$ cat src/hw/rtl/ntaf_pkg.sv
// ---------------------------------------------------------------------------
// ntaf_pkg: shared types and constants for the number-to-ASCII formatter.
// Holds the command codes, the request descriptor that travels from the
// front end to the back end, and the power-of-ten tables.
// ---------------------------------------------------------------------------
package ntaf_pkg;

    // Command codes as they arrive on the command port.
    localparam logic [1:0] CMD_LIT = 2'd0;
    localparam logic [1:0] CMD_DEC = 2'd1;
    localparam logic [1:0] CMD_HEX = 2'd2;

    // Default depth of the request queue between front and back end.
    localparam int QUEUE_DEPTH = 2;

    // Largest digit position: five decimal digits, positions 4 down to 0.
    localparam logic [2:0] POS_MAX_DEC = 3'd4;
    localparam logic [2:0] POS_MAX_HEX = 3'd3;

    // ASCII bases.
    localparam logic [7:0] ASCII_ZERO = 8'h30;
    localparam logic [7:0] ASCII_A    = 8'h61;

    // Classified kind of a request.
    typedef enum logic [1:0] {
        MODE_LIT,
        MODE_DEC,
        MODE_HEX
    } mode_t;

    // Request descriptor: kind, the value, and the position of the first
    // character to emit. Characters are emitted from pos down to zero.
    typedef struct packed {
        mode_t       mode;
        logic [15:0] value;
        logic [2:0]  pos;
    } desc_t;

    // Write side of the request queue.
    typedef struct packed {
        logic  push;
        desc_t data;
    } q_wr_t;

    // Read side of the request queue.
    typedef struct packed {
        logic  valid;
        desc_t data;
    } q_rd_t;

    // Power of ten for a decimal position, 17 bits wide to match the
    // digit multiples below.
    function automatic logic [16:0] pow10(input logic [2:0] pos);
        logic [16:0] p;
        begin
            case (pos)
                3'd0:    p = 17'd1;
                3'd1:    p = 17'd10;
                3'd2:    p = 17'd100;
                3'd3:    p = 17'd1000;
                3'd4:    p = 17'd10000;
                default: p = 17'd0;
            endcase
            return p;
        end
    endfunction

    // Digit times the power of ten for a position (a 10 by 5 constant table).
    function automatic logic [16:0] digit_weight(input logic [3:0] d,
                                                 input logic [2:0] pos);
        logic [16:0] w;
        begin
            case (pos)
                3'd0:    w = 17'(d);
                3'd1:    w = 17'(d) * 17'd10;
                3'd2:    w = 17'(d) * 17'd100;
                3'd3:    w = 17'(d) * 17'd1000;
                3'd4:    w = 17'(d) * 17'd10000;
                default: w = 17'd0;
            endcase
            return w;
        end
    endfunction

endpackage

$ cat src/hw/rtl/ntaf_front.sv
// ---------------------------------------------------------------------------
// ntaf_front: request intake and classification.
// Takes a request when start is high and the queue has room, works out the
// kind of request and how many characters it produces, and pushes a
// descriptor into the request queue.
// ---------------------------------------------------------------------------
module ntaf_front (
    input  logic                 start,
    input  logic [1:0]           command,
    input  logic [15:0]          value,
    input  logic [2:0]           hex_digits,
    input  logic                 q_full,
    output logic                 busy,
    output ntaf_pkg::q_wr_t      q_wr
);

    ntaf_pkg::desc_t desc;
    logic [2:0]      dec_pos;
    logic [2:0]      hex_pos;

    // The front end is busy exactly when the queue cannot take a request.
    assign busy = q_full;

    // Highest nonzero decimal position; zero keeps a single '0'.
    always_comb
    begin
        if (value >= 16'd10000)
            dec_pos = 3'd4;
        else if (value >= 16'd1000)
            dec_pos = 3'd3;
        else if (value >= 16'd100)
            dec_pos = 3'd2;
        else if (value >= 16'd10)
            dec_pos = 3'd1;
        else
            dec_pos = 3'd0;
    end

    // Hex digit count limited to one through four.
    always_comb
    begin
        if (hex_digits == 3'd0)
            hex_pos = 3'd0;
        else if (hex_digits > 3'd4)
            hex_pos = ntaf_pkg::POS_MAX_HEX;
        else
            hex_pos = hex_digits - 3'd1;
    end

    // Classify the command; the unused code behaves as a literal.
    always_comb
    begin
        desc.value = value;
        unique case (command)
            ntaf_pkg::CMD_DEC:
            begin
                desc.mode = ntaf_pkg::MODE_DEC;
                desc.pos  = dec_pos;
            end
            ntaf_pkg::CMD_HEX:
            begin
                desc.mode = ntaf_pkg::MODE_HEX;
                desc.pos  = hex_pos;
            end
            default:
            begin
                desc.mode = ntaf_pkg::MODE_LIT;
                desc.pos  = 3'd0;
            end
        endcase
    end

    assign q_wr.push = start && !q_full;
    assign q_wr.data = desc;

endmodule

$ cat src/hw/rtl/ntaf_queue.sv
// ---------------------------------------------------------------------------
// ntaf_queue: short first-in first-out queue of request descriptors.
// Decouples the front end from the back end so that a new request can be
// taken while the previous one is still being emitted.
// ---------------------------------------------------------------------------
module ntaf_queue #(
    parameter int DEPTH = ntaf_pkg::QUEUE_DEPTH
) (
    input  logic             clk,
    input  logic             rst_n,
    input  ntaf_pkg::q_wr_t  q_wr,
    input  logic             pop,
    output ntaf_pkg::q_rd_t  q_rd,
    output logic             full
);

    localparam int PTR_W = (DEPTH > 1) ? $clog2(DEPTH) : 1;
    localparam int CNT_W = $clog2(DEPTH + 1);

    ntaf_pkg::desc_t mem [DEPTH];

    logic [PTR_W-1:0] wr_ptr_reg, wr_ptr_next;
    logic [PTR_W-1:0] rd_ptr_reg, rd_ptr_next;
    logic [CNT_W-1:0] count_reg,  count_next;
    logic             do_push, do_pop;

    assign full    = (count_reg == CNT_W'(DEPTH));
    assign do_push = q_wr.push && !full;
    assign do_pop  = pop && (count_reg != '0);

    // Pointer and fill count updates with wrap at the queue depth.
    always_comb
    begin
        wr_ptr_next = wr_ptr_reg;
        rd_ptr_next = rd_ptr_reg;
        count_next  = count_reg;
        if (do_push)
        begin
            if (wr_ptr_reg == PTR_W'(DEPTH - 1))
                wr_ptr_next = '0;
            else
                wr_ptr_next = wr_ptr_reg + PTR_W'(1);
        end
        if (do_pop)
        begin
            if (rd_ptr_reg == PTR_W'(DEPTH - 1))
                rd_ptr_next = '0;
            else
                rd_ptr_next = rd_ptr_reg + PTR_W'(1);
        end
        if (do_push && !do_pop)
            count_next = count_reg + CNT_W'(1);
        else if (do_pop && !do_push)
            count_next = count_reg - CNT_W'(1);
    end

    always_ff @(posedge clk or negedge rst_n)
    begin
        if (!rst_n)
        begin
            wr_ptr_reg <= '0;
            rd_ptr_reg <= '0;
            count_reg  <= '0;
        end
        else
        begin
            wr_ptr_reg <= wr_ptr_next;
            rd_ptr_reg <= rd_ptr_next;
            count_reg  <= count_next;
        end
    end

    // Descriptor storage.
    always_ff @(posedge clk)
    begin
        if (do_push)
            mem[wr_ptr_reg] <= q_wr.data;
    end

    assign q_rd.valid = (count_reg != '0);
    assign q_rd.data  = mem[rd_ptr_reg];

endmodule

$ cat src/hw/rtl/ntaf_back.sv
// ---------------------------------------------------------------------------
// ntaf_back: character emitter.
// Pulls descriptors from the request queue and emits one ASCII character
// per cycle, from the highest position down to position zero, flagging the
// last one. Decimal digits are found by comparing the remainder against the
// nine multiples of the position's power of ten.
// ---------------------------------------------------------------------------
module ntaf_back (
    input  logic             clk,
    input  logic             rst_n,
    input  ntaf_pkg::q_rd_t  q_rd,
    output logic             pop,
    output logic             strobe,
    output logic [7:0]       ascii_char,
    output logic             last
);

    logic               active_reg, active_next;
    ntaf_pkg::mode_t    mode_reg,   mode_next;
    logic [15:0]        rem_reg,    rem_next;
    logic [2:0]         pos_reg,    pos_next;
    logic               strobe_reg, strobe_next;
    logic [7:0]         char_reg,   char_next;
    logic               last_reg,   last_next;

    logic [3:0]         dec_digit;
    logic [16:0]        dec_weight;
    logic [3:0]         nibble;
    logic [15:0]        hex_shifted;
    logic [7:0]         emit_char;
    logic               load;

    // Decimal digit at the current position: largest k with k*10^pos <= rem.
    always_comb
    begin
        dec_digit = 4'd0;
        for (int k = 1; k <= 9; k++)
        begin
            if ({1'b0, rem_reg} >= ntaf_pkg::digit_weight(4'(k), pos_reg))
                dec_digit = 4'(k);
        end
        dec_weight = ntaf_pkg::digit_weight(dec_digit, pos_reg);
    end

    // Hex nibble at the current position.
    assign hex_shifted = rem_reg >> {pos_reg[1:0], 2'b00};
    assign nibble      = hex_shifted[3:0];

    // Character for the current position.
    always_comb
    begin
        unique case (mode_reg)
            ntaf_pkg::MODE_DEC:
                emit_char = ntaf_pkg::ASCII_ZERO + {4'd0, dec_digit};
            ntaf_pkg::MODE_HEX:
            begin
                if (nibble < 4'd10)
                    emit_char = ntaf_pkg::ASCII_ZERO + {4'd0, nibble};
                else
                    emit_char = ntaf_pkg::ASCII_A + {4'd0, nibble - 4'd10};
            end
            default:
                emit_char = rem_reg[7:0];
        endcase
    end

    // Take the next request when idle or on the last character of this one.
    assign load = q_rd.valid && (!active_reg || (pos_reg == 3'd0));
    assign pop  = load;

    always_comb
    begin
        active_next = active_reg;
        mode_next   = mode_reg;
        rem_next    = rem_reg;
        pos_next    = pos_reg;
        strobe_next = 1'b0;
        char_next   = char_reg;
        last_next   = last_reg;

        if (active_reg)
        begin
            strobe_next = 1'b1;
            char_next   = emit_char;
            last_next   = (pos_reg == 3'd0);
            if (pos_reg != 3'd0)
            begin
                pos_next = pos_reg - 3'd1;
                if (mode_reg == ntaf_pkg::MODE_DEC)
                    rem_next = rem_reg - dec_weight[15:0];
            end
        end

        if (load)
        begin
            active_next = 1'b1;
            mode_next   = q_rd.data.mode;
            rem_next    = q_rd.data.value;
            pos_next    = q_rd.data.pos;
        end
        else if (active_reg && (pos_reg == 3'd0))
        begin
            active_next = 1'b0;
        end
    end

    // Control registers.
    always_ff @(posedge clk or negedge rst_n)
    begin
        if (!rst_n)
        begin
            active_reg <= 1'b0;
            strobe_reg <= 1'b0;
        end
        else
        begin
            active_reg <= active_next;
            strobe_reg <= strobe_next;
        end
    end

    // Payload registers.
    always_ff @(posedge clk)
    begin
        mode_reg <= mode_next;
        rem_reg  <= rem_next;
        pos_reg  <= pos_next;
        char_reg <= char_next;
        last_reg <= last_next;
    end

    assign strobe     = strobe_reg;
    assign ascii_char = char_reg;
    assign last       = last_reg;

endmodule

$ cat src/hw/rtl/number_to_ascii_formatter.sv
// ---------------------------------------------------------------------------
// number_to_ascii_formatter: formats a 16-bit value as ASCII characters.
// A request is a literal byte, an unsigned decimal number or a lower-case
// hex number; the characters leave one per cycle with the last one flagged.
// ---------------------------------------------------------------------------
//
//   Channel   Handshake            Payload
//   --------  -------------------  ---------------------------------
//   request   start / busy         command, value, hex_digits
//   result    strobe (one cycle)   ascii_char, last
//
// A request producing one to five characters holds the character emitter
// while they leave; requests follow each other with no gap, so the
// sustained rate is one character per cycle while requests are queued.
// The first character follows the request queue and the emitter's registers.
// busy rises only when the request queue is full; the result side cannot
// stall. Reset empties the queue and idles the emitter.
// ---------------------------------------------------------------------------
module number_to_ascii_formatter #(
    parameter int QUEUE_DEPTH = ntaf_pkg::QUEUE_DEPTH
) (
    input  logic        clk,
    input  logic        rst_n,
    input  logic        start,
    output logic        busy,
    input  logic [1:0]  command,
    input  logic [15:0] value,
    input  logic [2:0]  hex_digits,
    output logic        strobe,
    output logic [7:0]  ascii_char,
    output logic        last
);

    ntaf_pkg::q_wr_t q_wr;
    ntaf_pkg::q_rd_t q_rd;
    logic            q_full;
    logic            q_pop;

    // Request intake and classification.
    ntaf_front u_front (
        .start      (start),
        .command    (command),
        .value      (value),
        .hex_digits (hex_digits),
        .q_full     (q_full),
        .busy       (busy),
        .q_wr       (q_wr)
    );

    // Request queue.
    ntaf_queue #(
        .DEPTH (QUEUE_DEPTH)
    ) u_queue (
        .clk   (clk),
        .rst_n (rst_n),
        .q_wr  (q_wr),
        .pop   (q_pop),
        .q_rd  (q_rd),
        .full  (q_full)
    );

    // Character emitter.
    ntaf_back u_back (
        .clk        (clk),
        .rst_n      (rst_n),
        .q_rd       (q_rd),
        .pop        (q_pop),
        .strobe     (strobe),
        .ascii_char (ascii_char),
        .last       (last)
    );

endmodule

$ cat config.mk
export PLATFORM = sky130hd
export DESIGN_NAME = number_to_ascii_formatter
export DESIGN_NICKNAME = d
export VERILOG_FILES = /design/src/hw/rtl/ntaf_pkg.sv /design/src/hw/rtl/ntaf_front.sv /design/src/hw/rtl/ntaf_queue.sv /design/src/hw/rtl/ntaf_back.sv /design/src/hw/rtl/number_to_ascii_formatter.sv
export SDC_FILE = /design/constraint.sdc
export NUM_CORES = 1
export LEC_CHECK = 0
export BUFFER_PORTS_ARGS = -buffer_cell sky130_fd_sc_hd__buf_2
export CAP_MARGIN = 20
export CELL_PAD_IN_SITES_DETAIL_PLACEMENT = 1
export CELL_PAD_IN_SITES_GLOBAL_PLACEMENT = 2
export CORE_ASPECT_RATIO = 1.4
export CORE_MARGIN = 2
export CORE_UTILIZATION = 45
export DETAILED_ROUTE_END_ITERATION = 12
export GPL_ROUTABILITY_DRIVEN = 0
export PLACE_DENSITY = 0.86
export SLEW_MARGIN = 20
export SYNTH_ARGS = -nofsm -noshare
export SYNTH_HDL_FRONTEND = slang
export SYNTH_SLANG_ARGS = --single-unit
$ cat constraint.sdc
create_clock -name clk -period 19.2 [get_ports clk]
set_input_delay 3.84 -clock clk [delete_from_list [all_inputs] [get_ports clk]]
set_output_delay 3.84 -clock clk [all_outputs]
set_load 0.01 [all_outputs]
# --- Word level (Yosys, flattened, before mapping) ---
# Memories as Yosys holds them, arrays and structs flattened.
# Cells that the tools add are included.
totals:
  mem_count: 1
  regBits: 36
  output_inout_bits: 11
  latch_bits: 0
  rom_bits: 0
  word_cells: 119
  ramBits: 42
  input_bits: 24
memory_table:
  columns: ["name", "depth", "word_bits", "rd", "rd_clocked_by_memory_dff", "wr", "line", "rtl"]
  rows:
  - ["u_queue.mem", 2, 21, 1, 0, 1, "ntaf_queue.sv:20", "ntaf_pkg::desc_t mem [DEPTH];"]
classes:
  n_shift: 1
  add_sub_neg: 11
  n_eq_ne: 9
  n_lt_le_gt_ge: 15
  multipliers: 4
  n_mux: 45
  bitwise: 0
  reduce_logical: 23
  div: 0
op_table:
  columns: ["cell", "n"]
  rows:
  - ["case mux 16 bit (5 select lines)", 4]
  - ["case mux 17 bit (5 select lines)", 3]
  - ["case mux 15 bit (5 select lines)", 2]
  - ["case mux 14 bit (5 select lines)", 1]
  - ["two-way mux 16 bit", 4]
  - ["greater-or-equal comparator 16 x 17 -> 1 bit", 3]
  - ["greater-or-equal comparator 16 bit", 3]
  - ["two-way mux 3 bit", 12]
  - ["greater-or-equal comparator 16 x 15 -> 1 bit", 2]
  - ["greater-or-equal comparator 16 x 10 -> 1 bit (second input constant)", 1]
  - ["greater-or-equal comparator 16 x 14 -> 1 bit", 1]
  - ["greater-or-equal comparator 16 x 14 -> 1 bit (second input constant)", 1]
  - ["greater-or-equal comparator 16 x 4 -> 1 bit (second input constant)", 1]
  - ["greater-or-equal comparator 16 x 7 -> 1 bit (second input constant)", 1]
  - ["case mux 8 bit (2 select lines)", 1]
  - [">> shifter 16 x 4 -> 4 bit", 1]
  - ["subtractor 16 bit", 1]
  - ["adder 6 x 4 -> 7 bit (first input constant)", 2]
  - ["multiplier 4 x 10 -> 12 bit (second input constant)", 1]
  - ["nonzero test 2 bit", 6]
  - ["multiplier 4 x 7 -> 11 bit (second input constant)", 1]
  - ["multiplier 4 x 5 -> 9 bit (second input constant)", 1]
  - ["two-way mux 1 bit", 9]
  - ["adder 7 x 4 -> 8 bit (first input constant)", 1]
  - ["25 further kinds", 45]

# --- Depth between registers and ports, before layout ---
# Gate-level depths: netlist (run 1).
logic_depth:
  depth_word: 19
  ltp_mapped: 35
  depth_no_buf: 33

# --- By module ---
# A second synthesis (run 1) with hierarchy kept.
unflattened:
  cells_unflattened: 806
  hier_area_um2: 7937.6
modules_own_cells:
  columns: ["module", "seq_area_each_um2", "area_each_um2", "cells_per_inst", "n_inst"]
  rows:
  - ["ntaf_back", 950.9, 5733.0, 668, 1]
  - ["ntaf_queue", 1361.3, 1799.2, 84, 1]
  - ["ntaf_front", 0.0, 405.4, 54, 1]

# --- Least setup slack after synthesis (run 1) ---
# OpenSTA, ideal clock, no wires.
synth_path:
  kind: "register to register"
  start: "register u_back.pos_reg[1]"
  end: "register u_back.rem_reg[15], data pin"
  arrival_ns: 7.325
  t_required_ns: 19.055
  setup_time_ns: 0.145
  period_less_slack_ns: 7.470
  path_buffers: 4
  stages_incl_launch_ff: 33
  slack_ns: 11.730
  cell_sequence: "edfxtp_1 clkbuf_1 inv_1 ha_1 and2_1 clkbuf_1 clkbuf_1 nor3_1 ha_1 a21oi_1 o21a_1 nor3b_1 or4_4 or2_0 buf_6 a21o_1 inv_1 fa_1 xor2_1 ha_1 ha_1 a21oi_1 o21bai_1 a21oi_1 o21bai_1 a21oi_1 xnor2_1 a22oi_1 ha_1 or3_1 o211ai_1 xnor3_1 o21ai_1"
synth_between:
  elab_chain_cells: 19
  elab_cells_between_ends: 44
  classes_between: "add/sub (1); mul (4); order compare (9); eq/ne (4); mux (23); reduce/logical (3)"
synth_rtl:
  columns: ["element", "line", "rtl"]
  rows:
  - ["start: declaration", "ntaf_back.sv:21", "logic [2:0] pos_reg, pos_next;"]
  - ["start signal: assignment", "ntaf_back.sv:127", "pos_reg <= pos_next;"]
  - ["equality test 3 bit (tied with other cells)", "ntaf_pkg.sv:73", "case (pos)"]
  - ["case mux 14 bit (5 select lines)", "ntaf_pkg.sv:73", null]
  - ["greater-or-equal comparator 16 x 14 -> 1 bit", "ntaf_back.sv:39", "if ({1'b0, rem_reg} >= ntaf_pkg::digit_weight(4'(k), pos_reg))"]
  - ["two-way mux 1 bit", "ntaf_back.sv:39", null]
  - ["two-way mux 2 bit (2 in a row)", "ntaf_back.sv:39", null]
  - ["two-way mux 3 bit (4 in a row)", "ntaf_back.sv:39", null]
  - ["two-way mux 4 bit (2 in a row)", "ntaf_back.sv:39", null]
  - ["multiplier 4 x 10 -> 12 bit (tied with other cells)", "ntaf_pkg.sv:78", "3'd4: w = 17'(d) * 17'd10000;"]
  - ["case mux 16 bit (5 select lines)", "ntaf_pkg.sv:73", null]
  - ["subtractor 16 bit", "ntaf_back.sv:90", "rem_next = rem_reg - dec_weight[15:0];"]
  - ["two-way mux 16 bit", "ntaf_back.sv:89", "if (mode_reg == ntaf_pkg::MODE_DEC)"]
  - ["two-way mux 16 bit", "ntaf_back.sv:86", "if (pos_reg != 3'd0)"]
  - ["two-way mux 16 bit", "ntaf_back.sv:81", "if (active_reg)"]
  - ["two-way mux 16 bit *", "ntaf_back.sv:94", "if (load)"]
  - ["via u_back.rem_next[15]", "ntaf_back.sv:20", "logic [15:0] rem_reg, rem_next;"]
  - ["end signal: assignment", "ntaf_back.sv:126", "rem_reg <= rem_next;"]
  - ["end: declaration", "ntaf_back.sv:20", null]
# Mark *: on every way through the listed nets, which the timed path passes. The rest lies on a longest branch. The select of a mux whose other input is x is not followed.
# A chain may end at the register's enable or synchronous reset.

# --- Worst setup path in the final report (run 1) ---
layout_path:
  start: "register u_back.pos_reg[0]"
  end: "register u_back.rem_reg[15], data pin"
# Same word-level chain as after synthesis.

==> flow_summary.ini, run 1 <==
[run_status]
status = complete, no violations

[global_routing]
grt_max_degree = 29
antenna_found_initial = 0
grt_usage = 0.269
grt_pass1_vias = 6983
grt.overflow.total = 0
grt_pass1_wl_microns = 37200

[worst_setup_path]
r2r-start = u_back.pos_reg[0]
crit_slowest_cell = fa_1
critical-path-max-stage-delay_ns = 0.73
crit_fanout = 17
crit_top_cell = ha_1
r2r-end = u_back.rem_reg[15]
r2r_slack_ns = 10.33
required_ns = 19.37
critPathCapture = u_back.rem_reg[15]
critPathLaunch = u_back.pos_reg[0]
crit_arrival_ns = 9.03
worstSetupPathType = reg2reg
end_kind = register
cp-start-kind = register
reg2reg_depth = 30

[clock_network]
postCtsSetupRepairBufs = 0
cts_root_buf = clkbuf_16
cts_hold_buf = 0
clk_pin_slew_ns = 0.06
cts.path.max_buffers = 2
cts_resized = 0
cts_max_level = 3
clock_latency_ns = 0.33
cts_tree = yes
clock_sinks = 78
cts_made_buffers = 9

[synthesis]
syn-cell-area_sq_um = 7580
async_flop_share = 0.0769
ys_seq_area_frac = 0.305
synthFlopType = edfxtp_1
yosysWarnings = 0
syn_area_per_cell_sq_um = 9.85
synth-edff-count = 72
ys_types = 75
synth-seq-cells = 78
syn_inst = 770
synthesis.nets = 939

[place]
dp.cells = 997
hpwlAfterDp_microns = 18300
io_buffer_count = 34

[sta]
worst_slew_pin_slew_ns = 0.978
timing.setup.tns_ns = 0
rsz0062_at_grt = false
drv_slew = 0
period_minus_slack_ns = 8.87
slew_headroom = 0.348
finalHoldViolCount = 0
setup_violations = 0
fin_crit_sh = 0.462
fmax_mhz = 113
finalClockSkew_ns = 0.00559

[route]
first_pass_iters = 4
via_count = 6353
viasPerCell = 6.27
drc = 0
ant_nets = 0
wl_microns = 23400
wl_per_cell_microns = 23.1
drtIter0Drc = 253

[final_layout]
largest_register_ffs = 42
area_delta_synth_final_pct = 9.55
drive_gt1_frac = 0.0963
num_antenna_cells = 0
final_cell_mix = ha_1, edfxtp_1, a21oi_1
layout_commonest_cell = ha_1
nets = 974
final_cells = 1013

[floorplan]
core_sq_um = 16600
io_pins = 35
die_y_microns = 158
rows = 56
initial_core_util = 0.457
die_area_sq_um = 17900
chipWidth_microns = 114

[flow_run]
maxCapViolations = 0

[worst_hold_path]
min_path_type = reg2reg
-- cell usage after synthesis (4+ instances only) --
| master | instances | share of area |
|---|---|---|
| nor2_1 | 44 | 0.022 |
| o21bai_1 | 6 | 0.0059 |
| a211o_1 | 5 | 0.0058 |
| o22ai_1 | 6 | 0.0050 |
| and2_1 | 9 | 0.0074 |
| clkbuf_1 | 14 | 0.0069 |
| o2111ai_1 | 6 | 0.0069 |
| nand4_1 | 10 | 0.0082 |
| nor3_1 | 19 | 0.013 |
| xnor2_1 | 23 | 0.027 |
| o21a_1 | 11 | 0.011 |
| a22oi_1 | 4 | 0.0040 |
| xor2_1 | 12 | 0.014 |
| o41ai_1 | 4 | 0.0046 |
| ha_1 | 135 | 0.22 |
| dfrtp_1 | 6 | 0.020 |
| a21oi_1 | 66 | 0.044 |
| nand2_1 | 39 | 0.019 |
| mux4_2 | 4 | 0.012 |
| o31ai_1 | 4 | 0.0040 |
| o21ai_0 | 33 | 0.022 |
| a21o_1 | 19 | 0.019 |
| o21ai_1 | 4 | 0.0026 |
| o211ai_1 | 9 | 0.0089 |
| mux2i_1 | 13 | 0.017 |
| and4_1 | 4 | 0.0046 |
| and3_1 | 7 | 0.0058 |
| or2_2 | 5 | 0.0041 |
| mux2_2 | 5 | 0.0074 |
| a211oi_1 | 12 | 0.012 |
| nand2b_1 | 8 | 0.0066 |
| nand3_1 | 14 | 0.0092 |
| a31oi_1 | 5 | 0.0041 |
| nor2b_1 | 18 | 0.015 |
| inv_1 | 51 | 0.025 |
| fa_1 | 10 | 0.026 |
| edfxtp_1 | 72 | 0.29 |
-- metrics by stage --
stage / setup slack, ns / area [sq um] / utilization / hold WS [ns]
2_1_floorplan: 11.73 / 7580 / - / 0.461
3_3_place_gp: 10.82 / 7980 / 0.481 / 0.476
3_5_place_dp: 10.45 / 7980 / 0.481 / 0.494
4_1_cts: 10.42 / 8310 / 0.500 / 0.501
5_1_grt: 9.71 / 8310 / 0.500 / 0.532
6_report: 10.33 / 8310 / 0.500 / 0.514
-- area by class of cell --
| type | instances | area [sq um] |
|---|---|---|
| clock inverters | 5 | 81.3 |
| fillers | 1865 | 8300 |
| multi-input cells | 624 | 5010 |
| well taps | 203 | 254 |
| repair buffers | 40 | 215 |
| inverters | 52 | 195 |
| clock buffers | 11 | 243 |
| flip-flops and latches | 78 | 2310 |
-- worst max-delay path, delay by kind of cell (launching register included) --
kind                       cells  cell delay (ns)
adders and majority gates      6             2.54
AOI/OAI and AO/OA             13             2.61
DFF                            1             0.51
and+or+nand+nor                5             1.27
xor gates and xnor gates       3             0.84
buffers and inverters          3             0.94
-- worst min-delay path by stage --
| stage | cells after the start | end | startpoint | slack [ns] |
|---|---|---|---|---|
| 2_1_floorplan | 1 | u_queue.wr_ptr_reg | u_queue.wr_ptr_reg | 0.46 |
| 3_3_place_gp | 1 | u_queue.wr_ptr_reg | u_queue.wr_ptr_reg | 0.48 |
| 3_5_place_dp | 1 | u_queue.wr_ptr_reg | u_queue.wr_ptr_reg | 0.49 |
| 4_1_cts | 1 | u_queue.wr_ptr_reg | u_queue.wr_ptr_reg | 0.50 |
| 5_1_grt | 1 | u_queue.wr_ptr_reg | u_queue.wr_ptr_reg | 0.53 |
| 6_report | 1 | u_queue.wr_ptr_reg | u_queue.wr_ptr_reg | 0.51 |
-- logic make-up (layout without fill, tap and decap cells) --
family / count (synthesis) / in the layout / synth area share
adders and majority gates: 145 / 145 / 0.249
muxes: 22 / 22 / 0.0365
xor gates and xnor gates: 36 / 36 / 0.0434
AOI/OAI and AO/OA: 227 / 227 / 0.199
DFF: 78 / 78 / 0.305
buffers and inverters: 68 / 108 / 0.0348
and+or+nand+nor: 194 / 194 / 0.133
-- layer usage --
layer	up-vias	global-route usage	routed length, microns	part of all wire
li1	3001	-	-	-
met1	3120	0.275	8670	0.37
met2	153	0.516	12700	0.54
met3	79	0.0337	717	0.031
met4	0	0.159	1310	0.056
met5	-	0	0	0
Power of run 1 is left out: the tool's default activity adds up to more than one toggle a clock period on the data nets, which glitch-free logic cannot reach.
==> run 2, diff against run 1 <==
- CORE_UTILIZATION: 45 -> 41
- PLACE_DENSITY: 0.86 -> 0.79
- clock period: 19.2 -> 8.85 ns (I/O delays scaled with it)
==> flow_summary.ini, run 2 (synthesis gave the netlist of run 1 again) <==
[worst_setup_path]
cp-start-kind = register
r2r-start = u_back.pos_reg[0]
crit_arrival_ns = 8.52
crit_slowest_cell = or4_4
critical-path-max-stage-delay_ns = 0.56
end_kind = register
r2r_slack_ns = 0.50
worstSetupPathType = reg2reg
critPathLaunch = u_back.pos_reg[0]
crit_fanout = 12
required_ns = 9.02
crit_top_cell = ha_1

[sta]
drv_slew = 0
slew_headroom = 0.359
finalHoldViolCount = 0
period_minus_slack_ns = 8.35
finalClockSkew_ns = 0.00615
fmax_mhz = 120
fin_crit_sh = 0.943
rsz0062_at_grt = false
worst_slew_pin_slew_ns = 0.962
setup_violations = 0
timing.setup.tns_ns = 0

[route]
ant_nets = 0
wl_microns = 23900
first_pass_iters = 4
drc = 0
wl_met1_microns = 8780
dr_wl_met3_microns = 606
routed-wl-met2_microns = 13100
drtIter0Drc = 261
viasPerCell = 5.99
via_count = 6372
wl_per_cell_microns = 22.4
top_layer = met4

[worst_hold_path]
worstHoldStart = u_queue.wr_ptr_reg
min_path_type = reg2reg

[clock_network]
clk_pin_slew_ns = 0.06
cts_hold_buf = 0
cts_root_buf = clkbuf_16
clock_sinks = 78
cts_tree = yes
cts_max_level = 3
clock_latency_ns = 0.33
cts.path.max_buffers = 2
cts_made_buffers = 9

[global_routing]
grt_usage = 0.248
grt.overflow.total = 0
grt_max_degree = 29
antenna_found_initial = 0
grt_pass1_vias = 7001
grt_pass1_wl_microns = 37500

[final_layout]
largest_register_ffs = 42
drive_gt1_frac = 0.113
area_delta_synth_final_pct = 11.4
nets = 987
num_antenna_cells = 0
layout_commonest_cell = ha_1
final_cell_mix = ha_1, edfxtp_1, a21oi_1

[floorplan]
die_y_microns = 165
core_sq_um = 18100
chipWidth_microns = 119
rows = 58
die_area_sq_um = 19600
initial_core_util = 0.420
io_pins = 35

[place]
hpwlAfterDp_microns = 19000
io_buffer_count = 34

[run_status]
status = complete, no violations

[flow_run]
maxCapViolations = 0
run 2: area by class of cell:
class                   count  area (sq um)
well taps                 240           300
clock buffers              10           229
inverters                  52           199
clock inverters             6          87.6
multi-input cells         624          5010
flip-flops and latches     78          2310
fillers                  2020          9620
repair buffers             53           313
run 2: timing repair:
item,in CTS,in global routing
resized for setup,0,2
endpoints found under the setup margin,0,1
buffers inserted,0,6
run 2: worst paths after layout:
check / end / depth (start not counted)
max: u_back.rem_reg[15] / 29
min: u_queue.wr_ptr_reg / 1
max reg2reg: u_back.rem_reg[15] / 29
min reg2reg: u_queue.wr_ptr_reg / 1
max in group asynchronous: u_queue.rd_ptr_reg / 1
min in group asynchronous: u_back.strobe / 1
run 2: worst max-delay path, delay by kind of cell, from the launching register on:
family,cells,cell delay [ns]
AO/OA/AOI/OAI,13,2.26
adder cells (fa/ha/maj),6,2.29
flip-flops,1,0.51
buffers and inverters,4,1.08
XOR/XNOR,2,0.45
AND/OR/NAND/NOR,4,1.57
run 2: through the flow:
stage	setup slack, ns	area, sq um	utilization	hold WS (ns)	instances
3_3_place_gp	0.650	8080	0.447	0.477	1041
2_1_floorplan	1.38	7580	-	0.461	770
6_report	0.502	8450	0.468	0.491	1063
5_1_grt	0.0263	8450	0.468	0.545	1063
4_1_cts	0.384	8400	0.465	0.492	1057
3_5_place_dp	0.393	8080	0.447	0.484	1041
run 2: per-layer routing:
layer,GRT usage,vias up
li1,-,3028
met1,0.242,3112
met2,0.491,151
met3,0.0314,81
met4,0.151,0
met5,0,-
Power of run 2 is left out for the same reason.
==> run 3, diff against run 2 <==
- PLACE_DENSITY: 0.79 -> 0.91
==> flow_summary.ini, run 3 (synthesis gave the netlist of run 1 again) <==
[final_layout]
largest_register_ffs = 42
post-route-util = 0.469
layout_commonest_cell = ha_1
drive_gt1_frac = 0.123
final_cells = 1066
final_cell_mix = ha_1, edfxtp_1, a21oi_1
nFillCells = 2048
nets = 990
num_antenna_cells = 0
area_delta_synth_final_pct = 11.8

[route]
wl_microns = 24400
dr_wl_met3_microns = 657
via_count = 6561
top_layer = met4
wl_met1_microns = 8600
drtIter0Drc = 240
drc = 0
first_pass_iters = 4
ant_nets = 0
routed-wl-met2_microns = 13600
viasPerCell = 6.15
wl_per_cell_microns = 22.9

[sta]
drv_slew = 0
fin_crit_sh = 0.933
timing.setup.tns_ns = 0
finalHoldViolCount = 0
fmax_mhz = 121
worst_slew_pin_slew_ns = 0.943
setup_violations = 0
fin_ws_ns = 0.592
finalClockSkew_ns = 0.0103
rsz0062_at_grt = false
slew_headroom = 0.372
period_minus_slack_ns = 8.26

[floorplan]
chipWidth_microns = 119
core_sq_um = 18100
die_area_sq_um = 19600
rows = 58
die_y_microns = 165
initial_core_util = 0.420
io_pins = 35

[global_routing]
antenna_found_initial = 0
grt_pass1_vias = 7169
grt.overflow.total = 0
grt_pass1_wl_microns = 38200
grt_usage = 0.250
grt_max_degree = 29

[worst_setup_path]
crit_top_cell = ha_1
end_kind = register
worstSetupPathType = reg2reg
crit_fanout = 12
cp-start-kind = register
critical-path-max-stage-delay_ns = 0.55
required_ns = 9.02
crit_slowest_cell = fa_1
r2r-start = u_back.pos_reg[0]
crit_arrival_ns = 8.43
critPathLaunch = u_back.pos_reg[0]

[clock_network]
cts_tree = yes
cts_max_level = 3
cts_made_buffers = 9
clock_latency_ns = 0.34
clk_pin_slew_ns = 0.06
clock_sinks = 78
cts.path.max_buffers = 2
cts_root_buf = clkbuf_16

[place]
dp.cells = 1040
hpwlAfterDp_microns = 19100
place_ws_ns = 0.355
io_buffer_count = 34

[flow_run]
maxCapViolations = 0

[run_status]
status = complete, no violations

[worst_hold_path]
worstHoldStart = u_queue.wr_ptr_reg
min_path_type = reg2reg
==> run 3: worst paths after layout <==
kind / to / slack, ns / cells after the start
worst max-delay path: u_back.rem_reg[15] / 0.59 / 30
worst min-delay path: u_queue.wr_ptr_reg / 0.51 / 1
worst max register to register: u_back.rem_reg[15] / 0.59 / 30
worst min register to register: u_queue.wr_ptr_reg / 0.51 / 1
max in group asynchronous: u_queue.rd_ptr_reg / 7.46 / 1
min in group asynchronous: u_back.active_reg / 1.25 / 1
==> run 3: worst max-delay path, delay by kind of cell (launching register included) <==
family          cells  cell delay [ns]
fa+ha+maj           6             2.20
xor+xnor            2             0.43
compound gates     11             2.16
flops               1             0.52
simple gates        6             1.51
buf+inv             5             1.26
==> run 3: final cells by class <==
cell class	count	area, sq um	area share
multi-input cells	624	5020	0.593
flip-flops and latches	78	2310	0.273
repair buffers	55	328	0.0387
well taps	240	300	0.0354
clock buffers	11	243	0.0286
inverters	52	206	0.0244
clock inverters	5	58.8	0.00694
repair inverters	1	5.00	0.000590
==> run 3: per-layer routing <==
layer  GRT usage  vias to the layer above
li1            -                     3032
met1       0.240                     3237
met2       0.501                      190
met3      0.0249                      102
met4       0.161                        0
met5           0                        -
==> run 3: repair_timing <==
item                                    in CTS  in global routing
endpoints found under the setup margin       0                  5
gates resized for setup                      0                 10
setup buffers                                0                  9
hold buffers                                 0                  0
==> run 3: per-stage QoR <==
step                instance area [sq um]  hold slack [ns]
floorplan                            7580            0.461
global placement                     8080            0.481
detailed placement                   8080            0.510
CTS                                  8380            0.523
global route                         8480            0.554
finish                               8480            0.511
Power of run 3 is left out for the same reason.
